## config.mk

```make
export PLATFORM = sky130hd
export DESIGN_NAME = radix_conversion
export DESIGN_NICKNAME = d
export VERILOG_FILES = /design/src/hw/rtl/rc_pkg.sv /design/src/hw/rtl/rc_divider.sv /design/src/hw/rtl/radix_conversion.sv
export SDC_FILE = /design/constraint.sdc
export NUM_CORES = 1
export LEC_CHECK = 0
export ABC_AREA = 0
export BUFFER_PORTS_ARGS = -buffer_cell sky130_fd_sc_hd__clkbuf_2
export CAP_MARGIN = 20
export CORE_MARGIN = 5
export CORE_UTILIZATION = 50
export DETAILED_ROUTE_END_ITERATION = 10
export GPL_TIMING_DRIVEN = 1
export PLACE_DENSITY_LB_ADDON = 0.05
export SETUP_SLACK_MARGIN = 0.2
export SYNTH_ARGS = -nofsm -noshare
export SYNTH_HDL_FRONTEND = slang
export SYNTH_SLANG_ARGS = --single-unit
```

## constraint.sdc

```tcl
create_clock -name clock -period 5.1 [get_ports clock]
set_input_delay 0.51 -clock clock [delete_from_list [all_inputs] [get_ports clock]]
set_output_delay 0.51 -clock clock [all_outputs]
set_load 0.02 [all_outputs]
```

## src/hw/rtl/rc_pkg.sv

```systemverilog
// rc_pkg: shared types, constants and character mapping functions
// for the radix conversion block; no dependencies
`default_nettype none

package rc_pkg;

   // default sizes
   localparam int DEF_VALUE_BITS = 32;
   localparam int DEF_MAX_DIGITS = 32;

   // field and register widths
   localparam int CHAR_BITS      = 8;
   localparam int BASE_BITS      = 6;
   localparam int CSR_INDEX_BITS = 4;

   // register indexes
   localparam logic [CSR_INDEX_BITS-1:0] CSR_SOURCE_BASE = CSR_INDEX_BITS'(0);
   localparam logic [CSR_INDEX_BITS-1:0] CSR_TARGET_BASE = CSR_INDEX_BITS'(1);

   // reset values
   localparam logic [BASE_BITS-1:0] SOURCE_BASE_RESET = BASE_BITS'(10);
   localparam logic [BASE_BITS-1:0] TARGET_BASE_RESET = BASE_BITS'(2);
   localparam logic [BASE_BITS-1:0] MIN_TARGET_BASE   = BASE_BITS'(2);

   // ascii codes
   localparam logic [CHAR_BITS-1:0] CHAR_ZERO  = 8'd48;
   localparam logic [CHAR_BITS-1:0] CHAR_NINE  = 8'd57;
   localparam logic [CHAR_BITS-1:0] CHAR_UPPER = 8'd65;
   localparam logic [CHAR_BITS-1:0] LETTER_OFS = 8'd55;
   localparam logic [BASE_BITS-1:0] DIGIT_NINE = BASE_BITS'(9);

   typedef struct packed {
      logic [CHAR_BITS-1:0] digit_char;
      logic                 last_digit;
   } rc_req_type;

   typedef struct packed {
      logic [CHAR_BITS-1:0] out_char;
      logic                 out_last;
   } rc_rsp_type;

   // signed digit value of an incoming character
   function automatic logic [CHAR_BITS-1:0] char_to_digit(input logic [CHAR_BITS-1:0] code);
      char_to_digit = (code > CHAR_NINE) ? (code - LETTER_OFS) : (code - CHAR_ZERO);
   endfunction

   // ascii code of an outgoing digit
   function automatic logic [CHAR_BITS-1:0] digit_to_char(input logic [BASE_BITS-1:0] d);
      logic [CHAR_BITS-1:0] dw;
      dw = CHAR_BITS'(d);
      digit_to_char = (d <= DIGIT_NINE) ? (CHAR_ZERO + dw) : (LETTER_OFS + dw);
   endfunction

endpackage

`default_nettype wire

```

## src/hw/rtl/rc_divider.sv

```systemverilog
// rc_divider: restoring divider, one quotient bit per cycle
// divides a VALUE_BITS dividend by a 6-bit divisor; uses rc_pkg
`default_nettype none

module rc_divider #(
   parameter int VALUE_BITS = rc_pkg::DEF_VALUE_BITS
) (
   input  wire logic                           clock,
   input  wire logic                           reset,
   input  wire logic                           start,
   input  wire logic [VALUE_BITS-1:0]          dividend,
   input  wire logic [rc_pkg::BASE_BITS-1:0]   divisor,
   output logic                                done,
   output logic [VALUE_BITS-1:0]               quotient,
   output logic [rc_pkg::BASE_BITS-1:0]        remainder
);
   import rc_pkg::*;

   localparam int CNT_BITS = $clog2(VALUE_BITS + 1);

   logic [VALUE_BITS-1:0] quo_ff, quo_in;
   logic [BASE_BITS-1:0]  rem_ff, rem_in;
   logic [BASE_BITS-1:0]  dvs_ff, dvs_in;
   logic [CNT_BITS-1:0]   cnt_ff, cnt_in;
   logic                  run_ff, run_in;
   logic                  done_ff, done_in;
   logic [BASE_BITS:0]    shifted;
   logic                  fits;

   // partial remainder with next dividend bit shifted in
   assign shifted = {rem_ff, quo_ff[VALUE_BITS-1]};
   assign fits    = shifted >= {1'b0, dvs_ff};

   always_comb begin
      quo_in  = quo_ff;
      rem_in  = rem_ff;
      dvs_in  = dvs_ff;
      cnt_in  = cnt_ff;
      run_in  = run_ff;
      done_in = 1'b0;
      if (start) begin
         quo_in = dividend;
         rem_in = '0;
         dvs_in = divisor;
         cnt_in = CNT_BITS'(VALUE_BITS);
         run_in = 1'b1;
      end else if (run_ff) begin
         quo_in = {quo_ff[VALUE_BITS-2:0], fits};
         rem_in = fits ? BASE_BITS'(shifted - {1'b0, dvs_ff}) : shifted[BASE_BITS-1:0];
         cnt_in = cnt_ff - CNT_BITS'(1);
         if (cnt_ff == CNT_BITS'(1)) begin
            run_in  = 1'b0;
            done_in = 1'b1;
         end
      end
   end

   always_ff @(posedge clock) begin
      if (reset) begin
         run_ff  <= 1'b0;
         done_ff <= 1'b0;
         cnt_ff  <= '0;
      end else begin
         run_ff  <= run_in;
         done_ff <= done_in;
         cnt_ff  <= cnt_in;
      end
      quo_ff <= quo_in;
      rem_ff <= rem_in;
      dvs_ff <= dvs_in;
   end

   assign done      = done_ff;
   assign quotient  = quo_ff;
   assign remainder = rem_ff;

endmodule

`default_nettype wire

```

## src/hw/rtl/radix_conversion.sv

```systemverilog
// radix_conversion: top level, accumulates digits in one base and emits them in another
// uses rc_pkg and rc_divider
// a character that is not the last is accepted and busy stays low; a last character runs the
// single bit-serial divider once per output digit, then each digit is read back from the store
// and emitted msd first, a store read before each result strobe; the receiver cannot stall
// reset: synchronous, clears accumulator, sequencer and bases (source 10, target 2)
`default_nettype none

module radix_conversion #(
   parameter int VALUE_BITS = rc_pkg::DEF_VALUE_BITS,
   parameter int MAX_DIGITS = rc_pkg::DEF_MAX_DIGITS
) (
   input  wire logic                               clock,
   input  wire logic                               reset,
   // request channel
   input  wire logic                               start,
   output logic                                    busy,
   input  wire rc_pkg::rc_req_type                 req,
   // result channel
   output logic                                    rsp_strobe,
   output rc_pkg::rc_rsp_type                      rsp,
   // register writes
   input  wire logic                               csr_valid,
   output logic                                    csr_ready,
   input  wire logic [rc_pkg::CSR_INDEX_BITS-1:0]  csr_index,
   input  wire logic [rc_pkg::BASE_BITS-1:0]       csr_data
);
   import rc_pkg::*;

   localparam int AW = $clog2(MAX_DIGITS);
   localparam int CW = $clog2(MAX_DIGITS + 1);

   // sequencer codes
   localparam logic [2:0] ST_IDLE      = 3'd0;
   localparam logic [2:0] ST_DIV_START = 3'd1;
   localparam logic [2:0] ST_DIV_WAIT  = 3'd2;
   localparam logic [2:0] ST_READ      = 3'd3;
   localparam logic [2:0] ST_SHOW      = 3'd4;

   logic [2:0]            state_ff, state_in;
   logic [BASE_BITS-1:0]  src_base_ff, src_base_in;
   logic [BASE_BITS-1:0]  tgt_base_ff, tgt_base_in;
   logic [BASE_BITS-1:0]  div_base_ff, div_base_in;
   logic [VALUE_BITS-1:0] acc_ff, acc_in;
   logic [VALUE_BITS-1:0] val_ff, val_in;
   logic [CW-1:0]         cnt_ff, cnt_in;
   logic [AW-1:0]         ptr_ff, ptr_in;
   logic [BASE_BITS-1:0]  rd_data_ff;

   // digit store, written lsd first, read back msd first
   logic [BASE_BITS-1:0]  digit_mem [MAX_DIGITS];

   logic                  accept;
   logic                  csr_write;
   logic [CHAR_BITS-1:0]  digit;
   logic [VALUE_BITS-1:0] next_value;
   logic                  div_done;
   logic [VALUE_BITS-1:0] div_quo;
   logic [BASE_BITS-1:0]  div_rem;
   logic                  mem_we;

   assign accept    = start && !busy;
   assign csr_ready = 1'b1;
   assign csr_write = csr_valid && csr_ready;

   // value * base + sign-extended digit, wraps at VALUE_BITS
   assign digit      = char_to_digit(req.digit_char);
   assign next_value = VALUE_BITS'(acc_ff * VALUE_BITS'(src_base_ff))
                       + {{(VALUE_BITS-CHAR_BITS){digit[CHAR_BITS-1]}}, digit};

   rc_divider #(
      .VALUE_BITS (VALUE_BITS)
   ) u_divider (
      .clock     (clock),
      .reset     (reset),
      .start     (state_ff == ST_DIV_START),
      .dividend  (val_ff),
      .divisor   (div_base_ff),
      .done      (div_done),
      .quotient  (div_quo),
      .remainder (div_rem)
   );

   assign mem_we = (state_ff == ST_DIV_WAIT) && div_done;

   always_comb begin
      state_in    = state_ff;
      src_base_in = src_base_ff;
      tgt_base_in = tgt_base_ff;
      div_base_in = div_base_ff;
      acc_in      = acc_ff;
      val_in      = val_ff;
      cnt_in      = cnt_ff;
      ptr_in      = ptr_ff;

      if (csr_write) begin
         case (csr_index)
            CSR_SOURCE_BASE: src_base_in = csr_data;
            CSR_TARGET_BASE: tgt_base_in = csr_data;
            default: ;
         endcase
      end

      case (state_ff)
         ST_IDLE: begin
            if (accept) begin
               if (req.last_digit) begin
                  // hand the finished value to the divider loop, restart accumulation
                  acc_in      = '0;
                  val_in      = next_value;
                  cnt_in      = '0;
                  div_base_in = (tgt_base_ff < MIN_TARGET_BASE) ? MIN_TARGET_BASE
                                                               : tgt_base_ff;
                  state_in    = ST_DIV_START;
               end else begin
                  acc_in = next_value;
               end
            end
         end
         ST_DIV_START: begin
            state_in = ST_DIV_WAIT;
         end
         ST_DIV_WAIT: begin
            if (div_done) begin
               cnt_in = cnt_ff + CW'(1);
               val_in = div_quo;
               // stop when the quotient runs out or the store is full
               if (div_quo == '0 || cnt_ff == CW'(MAX_DIGITS - 1)) begin
                  ptr_in   = cnt_ff[AW-1:0];
                  state_in = ST_READ;
               end else begin
                  state_in = ST_DIV_START;
               end
            end
         end
         ST_READ: begin
            state_in = ST_SHOW;
         end
         ST_SHOW: begin
            if (ptr_ff == '0) begin
               state_in = ST_IDLE;
            end else begin
               ptr_in   = ptr_ff - AW'(1);
               state_in = ST_READ;
            end
         end
         default: begin
            state_in = ST_IDLE;
         end
      endcase
   end

   always_ff @(posedge clock) begin
      if (reset) begin
         state_ff    <= ST_IDLE;
         src_base_ff <= SOURCE_BASE_RESET;
         tgt_base_ff <= TARGET_BASE_RESET;
         acc_ff      <= '0;
         cnt_ff      <= '0;
      end else begin
         state_ff    <= state_in;
         src_base_ff <= src_base_in;
         tgt_base_ff <= tgt_base_in;
         acc_ff      <= acc_in;
         cnt_ff      <= cnt_in;
      end
      div_base_ff <= div_base_in;
      val_ff      <= val_in;
      ptr_ff      <= ptr_in;
   end

   // digit store write port
   always_ff @(posedge clock) begin
      if (mem_we) begin
         digit_mem[cnt_ff[AW-1:0]] <= div_rem;
      end
   end

   // digit store registered read port
   always_ff @(posedge clock) begin
      if (state_ff == ST_READ) begin
         rd_data_ff <= digit_mem[ptr_ff];
      end
   end

   assign busy         = (state_ff != ST_IDLE);
   assign rsp_strobe   = (state_ff == ST_SHOW);
   assign rsp.out_char = digit_to_char(rd_data_ff);
   assign rsp.out_last = (ptr_ff == '0);

endmodule

`default_nettype wire

```

# Word-level counts from Yosys, hierarchy flattened
# Memories as Yosys holds them, arrays and structs flattened. A register that Yosys moved wholly into a read port is not among the register bits.
# Index checks and enable logic that the tools add are counted.
# word_totals
n_memories	1
elab_cells	96
ff_bits	148
ramBits	192
output_inout_bits	12
# memory_table
name	words	width	rd	rd_ports_with_merged_regs	write_ports	line	source
digit_mem	32	6	1	1	1	radix_conversion.sv:51	logic [BASE_BITS-1:0] digit_mem [MAX_DIGITS];
# op_classes
n_eq_ne	12
n_mux	32
bitwise	1
magnitude_cmp	4
mul	1
reduce_logical	21
add_sub_neg	9
# op_table
operator	count
$mux 32	6
$pmux 32 s2	1
$mux 6	6
$add 32x32->32	1
$logic_not 32->1	1
$mul 32x6->32	1
$sub 8x6->8 const B	2
$mux 5	3
$pmux 3 s5	1
$add 6x6->7 const A	2
$pmux 6 s2	1
$pmux 5 s2	1
$mux 3	3
$gt 8x6->1 const B	1
$mux 8	1
$reduce_and 4->1	2
$ge 7x6->1	1
$mux 7	1
$add 6x1->6 const B	1
$eq 3x2->1 const B	2
$eq 6x1->1 const B	1
$eq 6x5->1 const B	1
$le 6x4->1 const B	1
$lt 6x2->1 const B	1
23 further kinds	38

# Longest topological paths before layout
# Gate-level depths: netlist of run 1.
# logic_depth
depth_word	6
depth_mapped	19

# By module
# A second synthesis of run 1 with hierarchy kept.
# unflattened
cells_unflattened	1682
area_unflattened_um2	20619.8
# by_module_without_submodules
module	seq_area_each_um2	cells_per_inst	n_inst	area_per_inst_um2
radix_conversion	8298.0	1494	1	18173.7
rc_divider	1421.4	188	1	2446.1

# Worst setup path after synthesis of run 1
# OpenSTA, ideal clock, no wires.
# synth_path
kind	input-to-reg
startpoint	input req[2] (netlist name)
endpoint	register val_ff[23] (data pin)
t_required_ns	4.970
path_slack_ns	-0.319
stages	16
arrival_ns	5.289
path_buffers	1
setup_time_ns	0.130
path_cell_list	and3_1 nor2_1 o21bai_1 a22oi_1 fa_1 inv_1 ha_1 buf_6 a211o_1 a21oi_2 o211a_1 o21ai_2 o311a_1 or2_4 o311ai_2 mux2_2
# synth_via
elab_chain_cells	6
# synth_lines
element	line	source
start, declared	radix_conversion.sv:18	input wire rc_pkg::rc_req_type req,
$sub 8x6->8 / $gt 8x6->1 (equally long branches)	rc_pkg.sv:44	char_to_digit = (code > CHAR_NINE) ? (code - LETTER_OFS) : (code - CHAR_ZERO);
$mux 8 (*)	rc_pkg.sv:44	
$add 32x32->32 (*)	radix_conversion.sv:69	+ {{(VALUE_BITS-CHAR_BITS){digit[CHAR_BITS-1]}}, digit};
$mux 32 (*)	radix_conversion.sv:107	if (req.last_digit) begin
$mux 32 (*)	radix_conversion.sv:106	if (accept) begin
$pmux 32 s2 (*)	radix_conversion.sv:104	case (state_ff)
net val_in[23]	radix_conversion.sv:45	logic [VALUE_BITS-1:0] val_ff, val_in;
end signal, assigned	radix_conversion.sv:168	val_ff <= val_in;
end, declared	radix_conversion.sv:45	
# The timed path passes the listed nets; every way through them passes the cells marked *. The select of a mux whose other input is x is not followed.
# A chain may end at the register's enable or synchronous reset.

# Final worst setup path of run 1
# layout_path
startpoint	register src_base_ff[0]
endpoint	register val_ff[24] (data pin)
# layout_via
elab_chain_cells	5
# layout_lines
element	line	source
start, declared	radix_conversion.sv:41	logic [BASE_BITS-1:0] src_base_ff, src_base_in;
start signal, assigned	radix_conversion.sv:162	src_base_ff <= src_base_in;
$mul 32x6->32	radix_conversion.sv:68	assign next_value = VALUE_BITS'(acc_ff * VALUE_BITS'(src_base_ff))
$add 32x32->32	radix_conversion.sv:69	
$mux 32	radix_conversion.sv:107	
$mux 32	radix_conversion.sv:106	
$pmux 32 s2	radix_conversion.sv:104	
net val_in[24]	radix_conversion.sv:45	
# The timed path passes the listed nets, and every way through them passes these cells. The select of a mux whose other input is x is not followed.

==> out/metrics.yaml, run 1 <==
global_route:
  grt_util_all_layers: 0.208
  grt_pass1_wl_um: 73800
  grt_remaining_overflow: 0
  antenna_found_initial: 0
  grt_pass1_vias: 13200
  grt_max_degree: 40
place:
  portBuffers: 32
  dp.cells: 2281
  place_congestion: 0.926
  hpwl_um: 32700
  place_area_um2: 21700
routing:
  vias_per_cell: 5.36
  drc: 0
  avgRoutedWirePerCell_um: 19.4
  drt_iter0_markers: 712
  drt_pass1_iterations: 5
  routed_wl_um: 46000
  drtAntennaViolNets: 0
  vias: 12700
timing:
  finalHoldViolCount: 0
  rsz0062_at_grt: "true"
  period_minus_slack_ns: 5.06
  maxSlewHeadroom: 0.256
  whs_ns: 0.244
  tightest_slew_ns: 1.11
  fmax_mhz: 198
  drv_slew: 0
  fin_worst_skew_ns: 0.0188
  finalSetupViolations: 0
  fin_crit_sh: 0.991
final_layout:
  fillers: 3363
  nets: 2034
  diodes: 0
  mostFrequentLayoutCells: "279 x edfxtp_1, 208 x nand2_1, 167 x inv_1"
  layout-drive-gt1-share: 0.204
  utilization: 0.584
  finalNonFillerCells: 2376
  design_area_um2: 23700
  syn_to_final_growth_pct: 16.2
  final_common_cell: "edfxtp_1"
yosys:
  synth_area_leader_cell: "edfxtp_1"
  synth_top_family_by_area: "adder cells"
  synth-seq-cells: 346
  syn_inst: 1709
  synth_xor_area_frac: 0.0210
  synth_nets: 1930
  avgSynthCellArea_um2: 11.9
  netlist_top_cells_area: "edfxtp_1 41%, fa_1 14%, mux4_2 6.6%, dfxtp_1 6.6%, and2_1 4.7%"
  synth_top_area_frac: 0.410
  synthDistinctLibCells: 75
  synth_adder_area_share: 0.172
  yosysWarnings: 0
  synth_compound_area_frac: 0.0673
  synth_flop_cell: "edfxtp_1"
  seq_area_frac_synth: 0.476
  synthSimpleGateAreaFrac: 0.138
  synthMuxAreaShare: 0.0781
  async_flop_share: 0
  syn_area_um2: 20400
  synth-edff-count: 279
floorplanning:
  die_y_um: 212
  num_rows: 74
  die-width_um: 212
  ios: 35
  core_area_um2: 40600
  die-area_um2: 45000
  initial_utilization: 0.502
power_and_ir_drop:
  pwr-share-comb: 0.261
  p_leak_nw: 9.47
  switching_share: 0.299
  p_total_mw: 8.66
  pwr-share-seq: 0.420
  power.share.clock: 0.319
  ir_worst_vdd_v: 0.000212
  powerDensity_nw_per_um2: 365
  switching_power_mw: 2.59
  p_int_mw: 6.07
worst_setup_path:
  critPathCaptureType: "flop"
  required_ns: 5.38
  criticalPathCategory: "reg -> reg"
  rr_worst_depth: 21
  cp-start-kind: "flop"
  worst_ep_arrival_time_ns: 5.34
  critPathMaxFanout: 6
  r2r_slack_ns: 0.04
clocking:
  cts-root-buf: "clkbuf_16"
  clkSlewWorstSetupHoldPaths_ns: 0.06
  htree_levels: 2
  insertion_delay_ns: 0.54
  tritoncts: "built"
  cts_sinks: 346
  clock_path_buffers: 3
  cts_made_buffers: 39
hold_path:
  hold_path_depth: 3
  hp-class: "in -> reg"
status:
  outcome: "finished, final reports clean"
flow_run:
  cap_violations: 0
-- synthesized netlist by cell type, types with 32 or more instances --
| library cell | count |
|---|---|
| and2_1 | 152 |
| nor2_1 | 113 |
| ha_1 | 60 |
| xnor2_1 | 32 |
| fa_1 | 138 |
| inv_1 | 177 |
| nand2_1 | 210 |
| clkbuf_1 | 59 |
| a21oi_1 | 49 |
| dfxtp_1 | 67 |
| edfxtp_1 | 279 |
| mux4_2 | 60 |
-- worst max-delay path: stages (launching register included) --
cell and delay (ns):
dfxtp_4 0.38, buf_12 0.14, and2_4 0.15, fa_1 0.47
inv_1 0.05, fa_1 0.49, inv_2 0.04, fa_1 0.52
inv_2 0.04, fa_1 0.52, inv_2 0.05, ha_4 0.23
a21o_1 0.18, a31oi_4 0.19, a21oi_4 0.10, o211ai_1 0.27
buf_4 0.18, buf_6 0.09, a31oi_4 0.08, a31oi_1 0.20
xnor2_1 0.14, mux2_2 0.27
-- sequential cells by signal (all words and copies together), names as in the netlist --
signal,count
rd_data_ff,6
digit_mem,192
u_divider.remainder,6
state_ff,3
val_ff,32
u_divider.dvs_ff,6
u_divider.cnt_ff,6
tgt_base_ff,6
ptr_ff,5
cnt_ff,6
u_divider.run_ff,1
acc_ff,32
u_divider.quotient,32
div_base_ff,6
u_divider.done,1
src_base_ff,6
-- metrics by stage --
step                      setup TNS (ns)  setup WS, ns
final                                  0        0.0439
after global routing              -0.603       -0.0959
after CTS                              0        0.0971
after detailed placement         -0.0347       -0.0316
after global placement          -0.00234      -0.00234
after floorplan                        0         0.152
-- power groups by stage --
stage / registers, mW / clock network (mW) / logic, mW
floorplan: 3.74 / 0 / 1.27
global placement: 3.69 / 0 / 1.97
detailed placement: 3.69 / 0 / 2.02
CTS: 3.63 / 2.83 / 2.13
global route: 3.65 / 2.96 / 2.54
finish: 3.63 / 2.76 / 2.26
-- final timing paths --
kind	start	to
worst min register to register	div_base_ff[0]	u_divider.dvs_ff[0]
worst min-delay path	csr_data[0]	tgt_base_ff[0]
worst max register to register	src_base_ff[0]	val_ff[24]
worst max-delay path	src_base_ff[0]	val_ff[24]
-- logic make-up (layout without fill, tap and decap cells) --
group / after synthesis / in the layout
and+or+nand+nor: 581 / 581
AOI/OAI and AO/OA: 201 / 201
other: 2 / 2
buffers and inverters: 249 / 384
DFF: 346 / 346
muxes: 83 / 83
adders and majority gates: 198 / 198
xor gates and xnor gates: 49 / 49
-- what timing repair did --
action	in CTS	in global routing
hold buffers	0	0
pin swaps	48	58
gates cloned	1	2
resized for setup	42	69
buffers inserted	10	10
endpoints found under the setup margin	26	40
-- area by class of cell --
type | instances | area (um^2) | area share
well taps | 532 | 666 | 0.0281
multi-input cells | 1114 | 10300 | 0.434
inverters | 177 | 664 | 0.0280
clock buffers | 55 | 1110 | 0.0467
repair buffers | 135 | 1100 | 0.0465
flip-flops and latches | 346 | 9730 | 0.410
clock inverters | 17 | 170 | 0.00717
-- per-layer routing --
layer  GRT usage  share of wire
met2       0.343           0.49
met3      0.0255          0.043
met5           0              0
met4      0.0444          0.017
met1       0.300           0.45
No activity file was read; power rests on OpenSTA's default activity.
==> run 2, diff against run 1 <==
- CORE_UTILIZATION: 50 -> 45
- CTS_BUF_LIST: not set -> sky130_fd_sc_hd__clkbuf_8
==> run 2 against run 1 <==
Fmax increased by 0.32%. Count of clock-buffer cells in the layout increased by 12. Final cell count increased by 4.4%. Largest power group unchanged.
==> out/metrics.yaml, run 2 (synthesized netlist as in run 1, its figures left out) <==
global_route:
  grt_remaining_overflow: 0  # unchanged
  grt_max_degree: 47  # +18%
  grt_util_all_layers: 0.192  # -0.0158
  grt_pass1_vias: 13300  # +1.1%
  antenna_found_initial: 1  # +1
  grt_pass1_wl_um: 75600  # +2.5%
final_layout:
  seq_area_um2: 9730  # about the same
  mostFrequentLayoutCells: "279 x edfxtp_1, 208 x nand2_1, 183 x inv_1"
  layout-drive-gt1-share: 0.220  # +0.0159
  fillers: 4039  # +20%
  largest_reg_flops: 192  # unchanged
  nets: 2050  # +0.79%
  multi_input_area_um2: 10400  # +1.0%
  final_common_cell: "edfxtp_1"
  syn_to_final_growth_pct: 16.5
  utilization: 0.528  # -0.0560
routing:
  drt_iter0_markers: 652  # -8.4%
  drc: 0  # unchanged
  drt_pass1_iterations: 4  # -1
  vias_per_cell: 5.16  # -3.6%
  drtAntennaViolNets: 0  # unchanged
  avgRoutedWirePerCell_um: 19.1  # -1.3%
  vias: 12800  # +0.58%
  routed_wl_um: 47400  # +3.0%
worst_setup_path:
  crit_family: "adder cells"
  worst_ep_arrival_time_ns: 5.43  # +0.09 ns
  crit_chain: "buf_12, and2_4, fa_1, inv_1, fa_1, inv_2, fa_1, inv_2, fa_1, inv_2, ha_4, a21o_1, a31oi_4, a21oi_4, o211ai_1, a41oi_4, a221oi_2, xnor2_1, mux2_2"
  path_buf_inv: 5  # -2
  cp_common_cell: "fa_1"
  rr_worst_depth: 19  # -9.5%
  critPathCaptureType: "flop"
  path_depth: 19  # -9.5%
  crit_slowest_cell: "fa_1"
  criticalPathCategory: "reg -> reg"
  r2r_slack_ns: 0.06  # +0.02 ns
  critical_path.max_stage_delay_ns: 0.53  # about the same
  critPathMaxFanout: 6  # unchanged
  cp-start-kind: "flop"
  required_ns: 5.49  # +0.11 ns
clocking:
  clkSlewWorstSetupHoldPaths_ns: 0.07  # about the same
  cts_sinks: 346  # unchanged
  hold_buffers: 0  # unchanged
  tritoncts: "built"
  htree_levels: 2  # unchanged
  insertion_delay_ns: 0.65  # +0.11 ns
  cts-root-buf: "clkbuf_8"
  clock_path_buffers: 3  # unchanged
  cts_made_buffers: 60  # +54%
power_and_ir_drop:
  p_int_mw: 5.73  # -5.6%
  powerDensity_nw_per_um2: 354  # -3.1%
  ir_worst_vdd_v: 0.000163  # -23%
  switching_power_mw: 2.69  # +3.8%
  p_leak_nw: 9.46  # about the same
  pwr-share-comb: 0.276  # +0.015
  pwr-share-seq: 0.433  # +0.013
  switching_share: 0.319  # +0.0204
  p_total_mw: 8.42  # -2.8%
  power.share.clock: 0.292  # -0.027
timing:
  fin_worst_skew_ns: 0.0249  # +0.00613 ns
  maxSlewHeadroom: 0.321  # +0.0650
  fin_crit_sh: 0.988  # -0.00321
  rsz0062_at_grt: "true"
  tightest_slew_ns: 1.01  # -0.103 ns
  finalSetupViolations: 0  # unchanged
  fmax_mhz: 198  # +0.32%
  period_minus_slack_ns: 5.04  # -0.0164 ns
  finalHoldViolCount: 0  # unchanged
  drv_slew: 0  # unchanged
flow_run:
  cap_violations: 0  # unchanged
hold_path:
  hold_path_depth: 3  # unchanged
  hp-class: "in -> reg"
place:
  place_congestion: 0.818  # -12%
  portBuffers: 32  # unchanged
  hpwl_um: 34100  # +4.0%
floorplanning:
  die-area_um2: 49700  # +11%
  die-width_um: 223  # +5.2%
  initial_utilization: 0.453  # -0.0495
  core_area_um2: 45100  # +11%
  die_y_um: 223  # +5.2%
  ios: 35  # unchanged
  num_rows: 78  # +5.4%
status:
  outcome: "finished, final reports clean"
==> run 2: final timing paths <==
path / from / endpoint
min: csr_data[0] / tgt_base_ff[0]
max: src_base_ff[2] / val_ff[30]
min reg2reg: div_base_ff[1] / u_divider.dvs_ff[1]
max reg2reg: src_base_ff[2] / val_ff[30]
==> run 2: cell type report <==
type / count / share of cell area
timing repair buffer: 130 / 0.0450
antenna: 1 / 0.000105
inverter: 177 / 0.0279
clock buffer: 67 / 0.0388
tap: 600 / 0.0315
clock inverter: 45 / 0.0107
multi-input combinational: 1114 / 0.437
sequential: 346 / 0.409
==> run 2: worst reg2reg max path, delay by kind of cell (launching register included) <==
kind,cells,cell delay [ns]
XOR/XNOR,1,0.12
adder cells (fa/ha/maj),5,2.29
buffers and inverters,5,0.31
flip-flops,1,0.33
AND/OR/NAND/NOR,1,0.15
AO/OA/AOI/OAI,6,1.34
multiplexers,1,0.27
==> run 2: power by group through the flow <==
| stage | Sequential (mW) | Combinational (mW) | Clock (mW) |
|---|---|---|---|
| final | 3.64 | 2.32 | 2.46 |
| after global routing | 3.66 | 2.59 | 2.66 |
| after CTS | 3.64 | 2.22 | 2.53 |
| after detailed placement | 3.69 | 2.03 | 0 |
| after global placement | 3.70 | 2.00 | 0 |
| after floorplan | 3.74 | 1.27 | 0 |
==> run 2: layer usage <==
metal	part of all wire	track usage	up-vias	wire length, um
met5	0.00027	0	-	13
met3	0.041	0.0321	68	1930
li1	-	-	6166	-
met4	0.017	0.0415	2	814
met2	0.48	0.317	215	22800
met1	0.46	0.270	6358	21900
==> run 2: what timing repair did <==
| item | 4_1_cts | 5_1_grt |
|---|---|---|
| buffers inserted | 13 | 4 |
| gates cloned | 0 | 1 |
| resized for setup | 80 | 52 |
| setup endpoints to repair | 28 | 36 |
| pin swaps | 67 | 46 |
==> run 2: metrics by stage <==
stage	TNS, ns	cell area (um^2)	setup WS [ns]	hold slack [ns]	std cells
after floorplan	0	20500	0.152	0.400	1709
after global placement	-0.117	21800	-0.0744	0.402	2348
after detailed placement	-0.483	21800	-0.129	0.406	2348
after CTS	0	23500	0.0541	0.0977	2473
after global routing	-0.342	23800	-0.0691	0.125	2479
final	0	23800	0.0603	0.157	2480
==> run 3, diff against run 2 <==
- PLACE_DENSITY: not set -> 0.68
- PLACE_DENSITY_LB_ADDON: 0.05 -> not set
==> run 3 against run 2 <==
Power grew 0.27%. Clock skew is 0.0077 ns higher. Critical endpoint unchanged. Sequential power about the same. Worst hold slack got worse by 0.0035 ns. Design area fell by 0.34%. Register-to-register slack improved by 0.03 ns.
==> out/metrics.yaml, run 3 (synthesized netlist as in run 1, its figures left out) <==
clocking:
  tritoncts: "built"
  clkSlewWorstSetupHoldPaths_ns: 0.06  # about the same
  cts_sinks: 346  # unchanged
  clock_path_buffers: 3  # unchanged
  htree_levels: 2  # unchanged
  cts-root-buf: "clkbuf_8"
  cts_made_buffers: 58  # -3.3%
  insertion_delay_ns: 0.65  # about the same
worst_setup_path:
  worst_ep_arrival_time_ns: 5.38  # -0.05 ns
  critical_path.max_stage_delay_ns: 0.57  # +0.04 ns
  critPathCaptureType: "flop"
  crit_slowest_cell: "fa_1"
  required_ns: 5.48  # about the same
  r2r_start: "src_base_ff[0]"
  cp-start-kind: "flop"
  criticalPathCategory: "reg -> reg"
  critPathMaxFanout: 7  # +1
  cp_common_cell: "fa_1"
  crit_chain: "buf_12, buf_6, and2_1, fa_1, fa_2, fa_1, inv_1, fa_1, inv_1, ha_2, a21o_1, a31o_1, a211oi_2, or2_4, a41oi_4, a221oi_2, xnor2_1, mux2_4"
  cp-startpoint: "src_base_ff[0]"
power_and_ir_drop:
  p_leak_nw: 9.47  # about the same
  p_total_mw: 8.44  # +0.27%
  powerDensity_nw_per_um2: 356  # +0.61%
  ir_worst_vdd_v: 0.000205  # +26%
timing:
  period_minus_slack_ns: 5.01  # -0.0321 ns
  setup_slack_ns: 0.0924  # +0.0321 ns
  fmax_mhz: 200  # +0.64%
  finalSetupViolations: 0  # unchanged
  tightest_slew_ns: 1.11  # +0.0956 ns
  finalHoldViolCount: 0  # unchanged
  maxSlewHeadroom: 0.257  # -0.0643
  fin_crit_sh: 0.982  # -0.00629
  whs_ns: 0.154  # -0.00353 ns
  drv_slew: 0  # unchanged
  fin_worst_skew_ns: 0.0326  # +0.00773 ns
  finalSetupTns_ns: 0  # unchanged
  rsz0062_at_grt: "true"
floorplanning:
  initial_utilization: 0.453  # unchanged
  die-area_um2: 49700  # unchanged
  core_area_um2: 45100  # unchanged
  ios: 35  # unchanged
  num_rows: 78  # unchanged
  die-width_um: 223  # unchanged
  die_y_um: 223  # unchanged
final_layout:
  layout-drive-gt1-share: 0.213  # -0.00635
  fillers: 3755  # -7.0%
  seq_area_um2: 9730  # about the same
  nets: 2045  # -0.24%
  syn_to_final_growth_pct: 16.2
  final_common_cell: "edfxtp_1"
  multi_input_area_um2: 10300  # -0.61%
  largest_reg_flops: 192  # unchanged
  mostFrequentLayoutCells: "279 x edfxtp_1, 207 x nand2_1, 187 x inv_1"
global_route:
  antenna_found_initial: 0  # -1
  grt_remaining_overflow: 0  # unchanged
  grt_max_degree: 50  # +6.4%
  grt_pass1_wl_um: 73800  # -2.4%
  grt_util_all_layers: 0.183  # -0.00855
  grt_pass1_vias: 13700  # +2.8%
hold_path:
  hp-start: "csr_data[3]"
  hp-class: "in -> reg"
routing:
  avgRoutedWirePerCell_um: 18.4  # -3.6%
  drtAntennaViolNets: 0  # unchanged
  routed_wl_um: 45600  # -3.8%
  drc: 0  # unchanged
  drt_pass1_iterations: 7  # +3
  vias_per_cell: 5.29  # +2.3%
  vias: 13100  # +2.1%
  drt_iter0_markers: 1056  # +62%
place:
  dp_slack_ns: -0.0704  # +0.0581 ns
  hpwl_um: 32000  # -6.0%
  place_congestion: 0.883  # +7.9%
  portBuffers: 32  # unchanged
flow_run:
  cap_violations: 0  # unchanged
status:
  outcome: "finished, final reports clean"
run 3: changes by cell type in the layout (fill, tap and decap cells not counted), moves of 4 or more:
cell	before	now
buf_6	10	6
clkinv_1	10	5
dfxtp_1	58	62
dfxtp_2	9	5
inv_1	183	187
inv_2	11	15
run 3: path summary, 6_finish.rpt:
kind / cells after the start / end / slack, ns
setup / recovery: 18 / val_ff[30] / 0.09
hold / removal: 2 / src_base_ff[3] / 0.15
setup reg to reg: 18 / val_ff[30] / 0.09
hold reg to reg: 0 / u_divider.dvs_ff[1] / 0.42
run 3: power breakdown:
group | total, mW | internal (mW) | switching [mW]
sequential | 3.64 | 3.50 | 0.146
clock | 2.51 | 1.37 | 1.14
combinational | 2.29 | 0.955 | 1.33
run 3: cell type report:
cell class / instances / area share
clock buffer: 64 / 0.0371
sequential: 346 / 0.410
antenna: 1 / 0.000106
multi-input combinational: 1114 / 0.436
tap: 600 / 0.0317
inverter: 177 / 0.0280
timing repair buffer: 127 / 0.0440
clock inverter: 46 / 0.0132
run 3: timing repair:
item | 4_1_cts | 5_1_grt
endpoints found under the setup margin | 30 | 32
hold buffers | 0 | 0
pin swaps | 89 | 47
gates resized for setup | 70 | 55
gates cloned | 1 | 0
buffers inserted | 20 | 7
run 3: routing by layer:
layer	up-vias	GRT usage	routed length [um]
met2	328	0.310	22500
li1	6154	-	-
met1	6531	0.247	19900
met4	0	0.0551	996
met3	69	0.0280	2260
met5	-	0	0
run 3: metrics by stage:
| step | instances | utilization | area, um^2 |
|---|---|---|---|
| 2_1_floorplan | 1709 | - | 20500 |
| 3_3_place_gp | 2335 | 0.481 | 21700 |
| 3_5_place_dp | 2335 | 0.481 | 21700 |
| 4_1_cts | 2466 | 0.519 | 23400 |
| 5_1_grt | 2474 | 0.526 | 23700 |
| 6_report | 2475 | 0.526 | 23700 |
run 3: critical path: cells and delay by family (launching register included):
kind / cells / cell delay, ns
mux: 1 / 0.26
compound gates: 5 / 1.12
fa+ha+maj: 5 / 2.19
flops: 1 / 0.33
xor+xnor: 1 / 0.11
buf+inv: 4 / 0.36
simple gates: 2 / 0.36
